$ cat src/sv/htg_pkg.sv
// ---------------------------------------------------------------------------
// Handle table package
// Types, request and status codes and field layouts shared by the handle
// table modules.
// ---------------------------------------------------------------------------
`default_nettype none

package htg_pkg;

    // Field widths of one request and one result.
    localparam int REQ_W      = 3;
    localparam int HANDLE_W   = 32;
    localparam int HOUT_W     = 31;
    localparam int OBJ_W      = 32;
    localparam int TYPE_W     = 8;
    localparam int RIGHTS_W   = 16;
    localparam int STATUS_W   = 3;
    localparam int ACT_W      = 2;
    localparam int COUNT_W    = 8;
    localparam int NUM_W      = 8;
    localparam int GEN_W      = 23;
    localparam int CFG_IDX_W  = 2;

    // Generation wraps to one after this value.
    localparam logic [GEN_W-1:0] GEN_MAX = 23'd8388607;
    localparam logic [GEN_W-1:0] GEN_ONE = 23'd1;

    // Rights bits that exist at all; install may grant only these.
    localparam int RIGHTS_BITS = 16;
    localparam logic [RIGHTS_W-1:0] RIGHTS_LIMIT =
        (RIGHTS_BITS >= RIGHTS_W) ? {RIGHTS_W{1'b1}}
                                  : RIGHTS_W'((64'd1 << RIGHTS_BITS) - 64'd1);

    // Stream payload widths, padded to whole bytes.
    localparam int IN_TDATA_W  = 120;
    localparam int OUT_TDATA_W = 96;

    // Result field positions in the output tdata.
    localparam int OUT_HOUT_LSB   = 0;
    localparam int OUT_OBJ_LSB    = 31;
    localparam int OUT_RIGHTS_LSB = 63;
    localparam int OUT_ACT_LSB    = 79;
    localparam int OUT_COUNT_LSB  = 81;

    // Request codes.
    localparam logic [REQ_W-1:0] REQ_INSTALL = 3'd0;
    localparam logic [REQ_W-1:0] REQ_LOOKUP  = 3'd1;
    localparam logic [REQ_W-1:0] REQ_CLOSE   = 3'd2;
    localparam logic [REQ_W-1:0] REQ_DUP     = 3'd3;
    localparam logic [REQ_W-1:0] REQ_TAKE    = 3'd4;

    // Status codes.
    localparam logic [STATUS_W-1:0] ST_OK        = 3'd0;
    localparam logic [STATUS_W-1:0] ST_INVALID   = 3'd1;
    localparam logic [STATUS_W-1:0] ST_NOSLOT    = 3'd2;
    localparam logic [STATUS_W-1:0] ST_BADHANDLE = 3'd3;
    localparam logic [STATUS_W-1:0] ST_WRONGTYPE = 3'd4;
    localparam logic [STATUS_W-1:0] ST_ACCESS    = 3'd5;

    // Object reference actions.
    localparam logic [ACT_W-1:0] ACT_NONE = 2'd0;
    localparam logic [ACT_W-1:0] ACT_ADD  = 2'd1;
    localparam logic [ACT_W-1:0] ACT_DROP = 2'd2;

    // Configuration register indexes.
    localparam logic [CFG_IDX_W-1:0] CFG_VALID_RIGHTS = 2'd0;
    localparam logic [CFG_IDX_W-1:0] CFG_DUP_RIGHT    = 2'd1;
    localparam logic [CFG_IDX_W-1:0] CFG_XFER_RIGHT   = 2'd2;

    // One request item.
    typedef struct packed {
        logic [REQ_W-1:0]    req_type;
        logic [HANDLE_W-1:0] handle;
        logic [OBJ_W-1:0]    obj_id;
        logic [TYPE_W-1:0]   obj_type;
        logic [RIGHTS_W-1:0] req_rights;
        logic                want_any_type;
        logic [TYPE_W-1:0]   want_type;
        logic [RIGHTS_W-1:0] need_rights;
    } t_req;

    // One result item.
    typedef struct packed {
        logic [STATUS_W-1:0] status;
        logic [HOUT_W-1:0]   handle_out;
        logic [OBJ_W-1:0]    found_obj;
        logic [RIGHTS_W-1:0] found_rights;
        logic [ACT_W-1:0]    ref_action;
        logic [COUNT_W-1:0]  open_count;
    } t_res;

    // One slot entry as kept in the slot memory.
    typedef struct packed {
        logic [GEN_W-1:0]    gen;
        logic [RIGHTS_W-1:0] rights;
        logic [TYPE_W-1:0]   obj_type;
        logic [OBJ_W-1:0]    obj;
    } t_entry;

    // Commands from the controller to the datapath.
    typedef struct packed {
        logic cap;   // capture the accepted request
        logic rd;    // issue the slot memory read
        logic ex;    // evaluate and commit the first pass
        logic ex2;   // commit the second pass of a duplicate
    } t_cmd;

    // Status from the datapath to the controller.
    typedef struct packed {
        logic out_free;  // output register can take a result this cycle
        logic dup_go;    // duplicate passed its checks and needs a second pass
    } t_stat;

endpackage

`default_nettype wire

$ cat src/sv/htg_ctrl.sv
// ---------------------------------------------------------------------------
// Handle table controller
// Sequences one request through capture, slot read and commit, with a
// second read and commit pass for a duplicate.
// ---------------------------------------------------------------------------
`default_nettype none

module htg_ctrl
    import htg_pkg::*;
(
    input  wire   i_clk,
    input  wire   i_rst_n,
    input  wire   i_in_valid,
    output logic  o_in_ready,
    input  t_stat i_stat,
    output t_cmd  o_cmd
);

    localparam logic [2:0] S_IDLE = 3'd0;
    localparam logic [2:0] S_RD   = 3'd1;
    localparam logic [2:0] S_EX   = 3'd2;
    localparam logic [2:0] S_RD2  = 3'd3;
    localparam logic [2:0] S_EX2  = 3'd4;

    logic [2:0] r_state;
    logic [2:0] n_state;

    // Commands follow the state; commits wait for room in the output register.
    always_comb begin
        o_in_ready = (r_state == S_IDLE);
        o_cmd.cap  = (r_state == S_IDLE) && i_in_valid;
        o_cmd.rd   = (r_state == S_RD) || (r_state == S_RD2);
        o_cmd.ex   = (r_state == S_EX) && i_stat.out_free;
        o_cmd.ex2  = (r_state == S_EX2) && i_stat.out_free;
    end

    // Next state.
    always_comb begin
        n_state = r_state;
        unique case (r_state)
            S_IDLE: begin
                if (i_in_valid) n_state = S_RD;
            end
            S_RD: begin
                n_state = S_EX;
            end
            S_EX: begin
                if (i_stat.out_free) n_state = i_stat.dup_go ? S_RD2 : S_IDLE;
            end
            S_RD2: begin
                n_state = S_EX2;
            end
            S_EX2: begin
                if (i_stat.out_free) n_state = S_IDLE;
            end
            default: begin
                n_state = S_IDLE;
            end
        endcase
    end

    always_ff @(posedge i_clk) begin
        if (!i_rst_n) begin
            r_state <= S_IDLE;
        end else begin
            r_state <= n_state;
        end
    end

endmodule

`default_nettype wire

$ cat config.mk
export PLATFORM = sky130hd
export DESIGN_NAME = htg_ctrl
export DESIGN_NICKNAME = d
export VERILOG_FILES = /design/src/sv/htg_pkg.sv /design/src/sv/htg_ctrl.sv
export SDC_FILE = /design/constraint.sdc
export NUM_CORES = 1
export LEC_CHECK = 0
export ABC_AREA = 0
export BUFFER_PORTS_ARGS = -buffer_cell sky130_fd_sc_hd__buf_4
export CAP_MARGIN = 20
export CELL_PAD_IN_SITES_DETAIL_PLACEMENT = 0
export CELL_PAD_IN_SITES_GLOBAL_PLACEMENT = 1
export CORE_AREA = 2 2 39 41
export CTS_CLUSTER_DIAMETER = 40
export DETAILED_ROUTE_END_ITERATION = 7
export DIE_AREA = 0 0 41 43
export PLACE_DENSITY_LB_ADDON = 0.1
export SLEW_MARGIN = 15
export SYNTH_ARGS = -nofsm -noshare
export SYNTH_HDL_FRONTEND = slang
export SYNTH_SLANG_ARGS = --single-unit
$ cat constraint.sdc
create_clock -name i_clk -period 1.11 [get_ports i_clk]
set_clock_uncertainty 0.1 [all_clocks]
set_input_delay 0.111 -clock i_clk [delete_from_list [all_inputs] [get_ports i_clk]]
set_output_delay 0.111 -clock i_clk [all_outputs]
set_load 0.03 [all_outputs]
==> results.toml, run 1 <==
[placed_design]
dp_slack_ns = -0.0144
portBuffers = 9
gp_congestion = 0.679
place_inst = 54
place_area_um2 = 332
dp_hpwl_um = 441

[global_routing]
overflow = 0
grt_pass1_wl_um = 1060
grt_max_degree = 7
antenna_found_initial = 0
grtUsageTotal = 0.0943
grt_pass1_vias = 239

[routing]
drc = 0
dr_total_vias = 234
drtIter0Drc = 4
ant_nets = 0
wl_per_cell_um = 9.80
drt-pass1-iter-count = 2
wl_um = 578
via_per_inst = 3.97

[timing]
fmax_mhz = 788
fin_ws_ns = -0.159
finalSetupViolCount = 5
rsz0062_at_grt = "yes"
tightestPinTransition_ns = 0.144
final.setup.tns_ns = -0.710
finalHoldViolCount = 0
slew_viol_final = 0
finalCritPeriodShare = 1.14
fin_crit_ns = 1.27
slew_headroom = 0.903

[outcome]
failed_checks = "setup timing"
run_status = "complete, but fails checks"

[synthesis]
synth_area_um2 = 181
ys_seq_elements = 3
seq_area_frac_synth = 0.331
synth_top_area_share = 0.331
yosysTopAreaCell = "dfxtp_1"
postSynthCellCount = 22
yosys.cell_types.count = 16
syn_area_per_cell_um2 = 8.25
yosys_warnings = 0
synth_area_leaders = "dfxtp_1 33%, nand2b_1 6.9%, nor3b_2 6.9%"
synth_nets = 27

[layout]
mostFrequentLayoutCells = "13 x buf_4, 4 x buf_6, 3 x clkbuf_4"
fin_cells = 59
fin_nets = 49
largest_reg_flops = 3
drive_above_1_share = 0.698
layout-area-overhead-vs-synth_pct = 116
final_area_um2 = 392
final_common_cell = "buf_4"
n_antenna_cell = 0
top_regs = "r_state x3"
largest_register = "r_state"

[pwr]
max-vdd-ir-drop_uv = 757
pwr_density_cell_nw_per_um2 = 1140
p_leak_nw = 0.193

[die]
dieArea_um2 = 1760
io_pins = 10
die_h_um = 43
start_util = 0.131
die-width_um = 41
fp-row-count = 14
core_um2 = 1380

[setup_path]
critPathLaunchType = "flop"
crit_type = "reg2out"
critPathMaxFanout = 4
startpoint = "r_state[2]$_SDFFE_PN0P_"
r2r_cells = 4
end_kind = "output pin"
r2r_start = "r_state[1]$_SDFFE_PN0P_"
cp.required_ns = 0.90
cp.arrival_ns = 1.06

[worst_hold_path]
holdPathStages = 3
hold_start = "i_rst_n"
holdCritPathClass = "in2reg"

[clock_network]
insertion_delay_ns = 0.23
clk_pin_slew_ns = 0.04
cts_buffer_depth = 2
htreeDepth = 1
cts_buffers = 3
cts_hold_buf = 0
root_buffer = "clkbuf_4"
cts_tree = "built"
cts_sinks = 3

[job]
drv_cap = 0
metrics by stage:
step	hold slack, ns	total power, W	utilization
after floorplan	0.127	0.000186	-
after global placement	0.282	0.000251	0.240
after detailed placement	0.274	0.000250	0.240
after CTS	0.0275	0.000457	0.283
after global routing	0.0464	0.000484	0.283
final	0.0278	0.000445	0.283
final timing paths:
| path | end | slack (ns) |
|---|---|---|
| worst max register to register | r_state[1]$_SDFFE_PN0P_ | 0.06 |
| worst min register to register | r_state[1]$_SDFFE_PN0P_ | 0.44 |
| worst max-delay path | o_cmd[0] | -0.16 |
| worst min-delay path | r_state[2]$_SDFFE_PN0P_ | 0.03 |
power breakdown:
part | total [W] | internal [W] | switching [W]
clock | 0.000191 | 0.000135 | 0.0000568
sequential | 0.000125 | 0.000115 | 0.00000935
combinational | 0.000129 | 0.0000676 | 0.0000616
total | 0.000445 | 0.000317 | 0.000128
cell type report:
| type | instances | area (µm²) |
|---|---|---|
| fill | 162 | 992 |
| tap | 16 | 20.0 |
| multi-input combinational | 19 | 136 |
| sequential | 3 | 66.3 |
| timing repair buffer | 17 | 143 |
| clock buffer | 4 | 26.3 |
cell usage after synthesis:
master,n
a21oi_1,1
a21oi_2,1
and2_2,1
and2b_1,1
and2b_2,1
and3_1,1
dfxtp_1,3
nand2_1,2
nand2b_1,2
nand3_1,2
nand3b_1,1
nor2_1,1
nor2b_1,1
nor3_1,2
nor3b_1,1
nor3b_2,1
layer usage:
metal  vias to the layer above  part of all wire  track usage  routed length, µm
li1                        118                 -            -                  -
met5                         -                 0            0                  0
met3                         0             0.087       0.0838                 50
met2                        10              0.48        0.128                277
met1                       106              0.43        0.109                249
met4                         0                 0       0.0200                  0
repair_timing:
action	4_1_cts	5_1_grt
buffers inserted	1	0
gates resized for setup	9	0
pin swaps	1	0
setup endpoints to repair	5	5
critical path, cell delays in order, from the launching register on:
cell	delay, ns
dfxtp_2	0.35
nor3b_2	0.18
and2_2	0.17
buf_6	0.12
cells by family (layout without fill, tap and decap cells):
| family | after synthesis | after routing | share of synthesized area |
|---|---|---|---|
| compound gates | 2 | 2 | 0.0758 |
| flops | 3 | 3 | 0.331 |
| buf+inv | 0 | 21 | 0 |
| simple gates | 17 | 17 | 0.593 |
(Power assumes the default switching activity.)
==> inputs of run 2 (changes only) <==
RECOVER_POWER = 100   (was default)
==> results.toml, run 2 (synthesis results as in run 1) <==
[outcome]
run_status = "complete, but fails checks"
failed_checks = "setup timing"

[timing]
slew_headroom = 0.890
tightestPinTransition_ns = 0.165
finalCritPeriodShare = 1.14
fmax_mhz = 788
rsz0062_at_grt = "yes"
slew_viol_final = 0
finalSetupViolCount = 5
fin_ws_ns = -0.159
fin_crit_ns = 1.27
finalHoldViolCount = 0

[clock_network]
root_buffer = "clkbuf_4"
clk_pin_slew_ns = 0.04
cts_buffers = 3
insertion_delay_ns = 0.23
cts_tree = "built"
htreeDepth = 1
cts_sinks = 3
cts_buffer_depth = 2

[global_routing]
grt_max_degree = 7
grt_pass1_wl_um = 1060
grtUsageTotal = 0.0943
grt_pass1_vias = 239
overflow = 0
antenna_found_initial = 0

[pwr]
combPwrFrac = 0.287
p_clk_frac = 0.432
total_power_w = 0.000443
p_switching_w = 0.000127
sw_frac_of_total = 0.286
seq_power_share = 0.281
p_leak_nw = 0.193
pwr_density_cell_nw_per_um2 = 1140
cellInternalPower_w = 0.000316
max-vdd-ir-drop_uv = 757

[layout]
mostFrequentLayoutCells = "13 x buf_4, 4 x buf_6, 3 x clkbuf_4"
largest_reg_flops = 3
final_common_cell = "buf_4"
top_regs = "r_state x3"
largest_register = "r_state"
layout-area-overhead-vs-synth_pct = 114
n_antenna_cell = 0
drive_above_1_share = 0.674
fin_nets = 49

[routing]
via_per_inst = 3.97
wl_um = 580
drtIter0Drc = 4
wl_per_cell_um = 9.83
wl_met2_um = 280
wl_met3_um = 51
drc = 0
dr_total_vias = 234
routed.top_layer = "met3"
m1WireLength_um = 249
drt-pass1-iter-count = 2
ant_nets = 0

[die]
die_h_um = 43
fp-row-count = 14
dieArea_um2 = 1760
start_util = 0.131
core_um2 = 1380
io_pins = 10
die-width_um = 41

[setup_path]
critPathLaunchType = "flop"
cpPeakStageDelay_ns = 0.35
critPathMaxFanout = 4
critical-path-top-delay-family = "flip-flops"
crit_buf_inv = 1
cp.arrival_ns = 1.06
crit_type = "reg2out"
slowest_stage = "dfxtp_2"
end_kind = "output pin"
worstPathCellList = "nor3b_2 > and2_2 > buf_6"
cp.required_ns = 0.90

[job]
drv_cap = 0

[placed_design]
dp_hpwl_um = 441
dp_slack_ns = -0.0144
portBuffers = 9
gp_congestion = 0.679

[worst_hold_path]
holdCritPathClass = "in2reg"
run 2: cell counts in the layout (fill, tap and decap cells not counted):
Identical to the previous run, type by type.
run 2: layout make-up:
class / instances / area, µm²
Multi-Input combinational cell: 19 / 133
Clock buffer: 4 / 26.3
Fill cell: 164 / 996
Timing Repair Buffer: 17 / 143
Tap cell: 16 / 20.0
Sequential cell: 3 / 66.3
run 2: stage by stage:
stage | instances | cell area [µm²] | hold WS, ns | utilization | setup TNS [ns]
4_1_cts | 59 | 392 | 0.0275 | 0.283 | -0.783
2_1_floorplan | 22 | 191 | 0.127 | - | -0.0132
5_1_grt | 59 | 388 | 0.0464 | 0.280 | -1.10
6_report | 59 | 388 | 0.0277 | 0.280 | -0.709
3_5_place_dp | 54 | 332 | 0.274 | 0.240 | -0.0144
3_3_place_gp | 54 | 332 | 0.282 | 0.240 | -0.0396
run 2: path summary, 6_finish.rpt:
check,startpoint,end,slack [ns],cells after the start
hold reg to reg,r_state[2]$_SDFFE_PN0P_,r_state[1]$_SDFFE_PN0P_,0.44,2
setup / recovery,r_state[2]$_SDFFE_PN0P_,o_cmd[0],-0.16,3
hold / removal,i_rst_n,r_state[2]$_SDFFE_PN0P_,0.03,3
setup reg to reg,r_state[1]$_SDFFE_PN0P_,r_state[1]$_SDFFE_PN0P_,0.02,4
run 2: repair_timing:
item                       in CTS  in global routing
setup buffers                   1                  0
gates resized for setup         9                  0
pin swaps                       1                  0
setup endpoints to repair       5                  5
hold buffers                    0                  0
run 2: power by group through the flow:
| stage | registers, W | clock network (W) | logic (W) |
|---|---|---|---|
| 3_3_place_gp | 0.000125 | 0 | 0.000126 |
| 2_1_floorplan | 0.000125 | 0 | 0.0000609 |
| 3_5_place_dp | 0.000124 | 0 | 0.000126 |
| 6_report | 0.000124 | 0.000191 | 0.000127 |
| 5_1_grt | 0.000126 | 0.000216 | 0.000141 |
| 4_1_cts | 0.000125 | 0.000201 | 0.000131 |
run 2: routing by layer:
metal  GRT usage  vias to the layer above
li1            -                      118
met1       0.109                      106
met2       0.128                       10
met3      0.0838                        0
met4      0.0200                        0
met5           0                        -
run 2: worst min-delay path, cell delays in order:
cell,delay (ns)
buf_4,0.10
nand3_1,0.07
nand2_1,0.05
==> inputs of run 3 (changes only) <==
==> constraint.sdc (replaced) <==
create_clock -name i_clk -period 1.11 [get_ports i_clk]
set_clock_uncertainty 0.1 [all_clocks]
set_input_delay 0.222 -clock i_clk [delete_from_list [all_inputs] [get_ports i_clk]]
set_output_delay 0.222 -clock i_clk [all_outputs]
set_load 0.03 [all_outputs]
==> results.toml, run 3 (synthesis results as in run 1) <==
[layout]
fin_cells = 61
mostFrequentLayoutCells = "12 x buf_4, 7 x buf_6, 3 x clkbuf_4, 3 x dfxtp_4"
drive_above_1_share = 0.800
largest_reg_flops = 3
fin_nets = 51
top_regs = "r_state x3"
largest_register = "r_state"
n_antenna_cell = 0
final_common_cell = "buf_4"
layout-area-overhead-vs-synth_pct = 150
final_area_um2 = 454

[clock_network]
cts_tree = "built"
clk_pin_slew_ns = 0.04
cts_hold_buf = 0
root_buffer = "clkbuf_4"
insertion_delay_ns = 0.24
cts_sinks = 3
cts_buffers = 3
htreeDepth = 1
cts_buffer_depth = 2

[setup_path]
cp.required_ns = 0.79
end_kind = "output pin"
cp.arrival_ns = 1.08
critPathLaunchType = "flop"
crit_type = "reg2out"
startpoint = "r_state[1]$_SDFFE_PN0P_"
critPathMaxFanout = 5
r2r_start = "r_state[1]$_SDFFE_PN0P_"

[pwr]
combPwrFrac = 0.330
cellInternalPower_w = 0.000335
p_switching_w = 0.000142
pwr_density_cell_nw_per_um2 = 1050
sw_frac_of_total = 0.298
p_leak_nw = 0.206
seq_power_share = 0.263
p_clk_frac = 0.407
max-vdd-ir-drop_uv = 485

[job]
drv_cap = 0

[routing]
drtIter0Drc = 1
ant_nets = 0
wl_per_cell_um = 10.6
drt-pass1-iter-count = 3
via_per_inst = 4.08
wl_um = 649
drc = 0
dr_total_vias = 249

[die]
fp-row-count = 14
core_um2 = 1380
die-width_um = 41
start_util = 0.131
die_h_um = 43
dieArea_um2 = 1760
io_pins = 10

[outcome]
run_status = "complete, but fails checks"
failed_checks = "setup timing"

[placed_design]
dp_hpwl_um = 447
portBuffers = 9
gp_congestion = 0.704
place_inst = 56
place_area_um2 = 360

[timing]
finalCritPeriodShare = 1.26
finalHoldViolCount = 0
fmax_mhz = 715
fin_ws_ns = -0.288
fin_crit_ns = 1.40
tightestPinTransition_ns = 0.148
rsz0062_at_grt = "yes"
slew_viol_final = 0
finalSetupViolCount = 5
slew_headroom = 0.901

[global_routing]
grt_max_degree = 6
grtUsageTotal = 0.0983
antenna_found_initial = 0
grt.met3_usage = 0.0157
grtUsageMet2 = 0.138
overflow = 0
grt_pass1_vias = 258
grt_pass1_wl_um = 1100
use_met1 = 0.115
top_usage_layer = "met2"

[worst_hold_path]
holdCritPathClass = "in2reg"
hold_start = "i_rst_n"
## run 3: cell types whose count changed in the layout (fill, tap and decap cells not counted), sizes merged
cell,change
buf,+2
## run 3: what timing repair did
item	4_1_cts	5_1_grt
setup buffers	1	2
pin swaps	1	4
cloned	0	0
gates resized for setup	9	8
endpoints found under the setup margin	6	7
## run 3: final timing paths
| kind | end | cells after the start | slack, ns |
|---|---|---|---|
| max | o_cmd[0] | 3 | -0.29 |
| min | r_state[0]$_SDFFE_PN0P_ | 3 | 0.14 |
| min reg2reg | r_state[2]$_SDFFE_PN0P_ | 2 | 0.42 |
| max reg2reg | r_state[1]$_SDFFE_PN0P_ | 5 | 0.03 |
## run 3: layer usage
layer	wire [µm]	part of all wire	vias up
li1	-	-	123
met1	240	0.37	118
met2	370	0.57	6
met3	23	0.035	2
met4	15	0.023	0
met5	0	0	-
## run 3: layout make-up
type | count | area [µm²]
fill | 153 | 930
timing repair buffer | 19 | 169
clock buffer | 4 | 26.3
multi-input combinational | 19 | 168
sequential | 3 | 71.3
tap | 16 | 20.0
## run 3: per-stage QoR
stage	power [W]	utilization	setup WS, ns	hold slack, ns	TNS [ns]
floorplan	0.000191	-	-0.0448	0.238	-0.105
global placement	0.000264	0.260	-0.0714	0.364	-0.257
detailed placement	0.000263	0.260	-0.0757	0.357	-0.263
CTS	0.000477	0.305	-0.292	0.127	-1.33
global route	0.000515	0.328	-0.331	0.154	-1.54
finish	0.000478	0.328	-0.288	0.144	-1.24
## run 3: critical path, stage by stage (launching register included)
cell	delay (ns)
dfxtp_4	0.36
nor3b_4	0.20
and2_4	0.16
buf_6	0.12
## run 3: power groups by stage
stage / clock network [W] / registers (W) / logic (W)
after floorplan: 0 / 0.000127 / 0.0000639
after global placement: 0 / 0.000125 / 0.000138
after detailed placement: 0 / 0.000126 / 0.000138
after CTS: 0.000206 / 0.000125 / 0.000146
after global routing: 0.000217 / 0.000127 / 0.000171
final: 0.000194 / 0.000126 / 0.000158
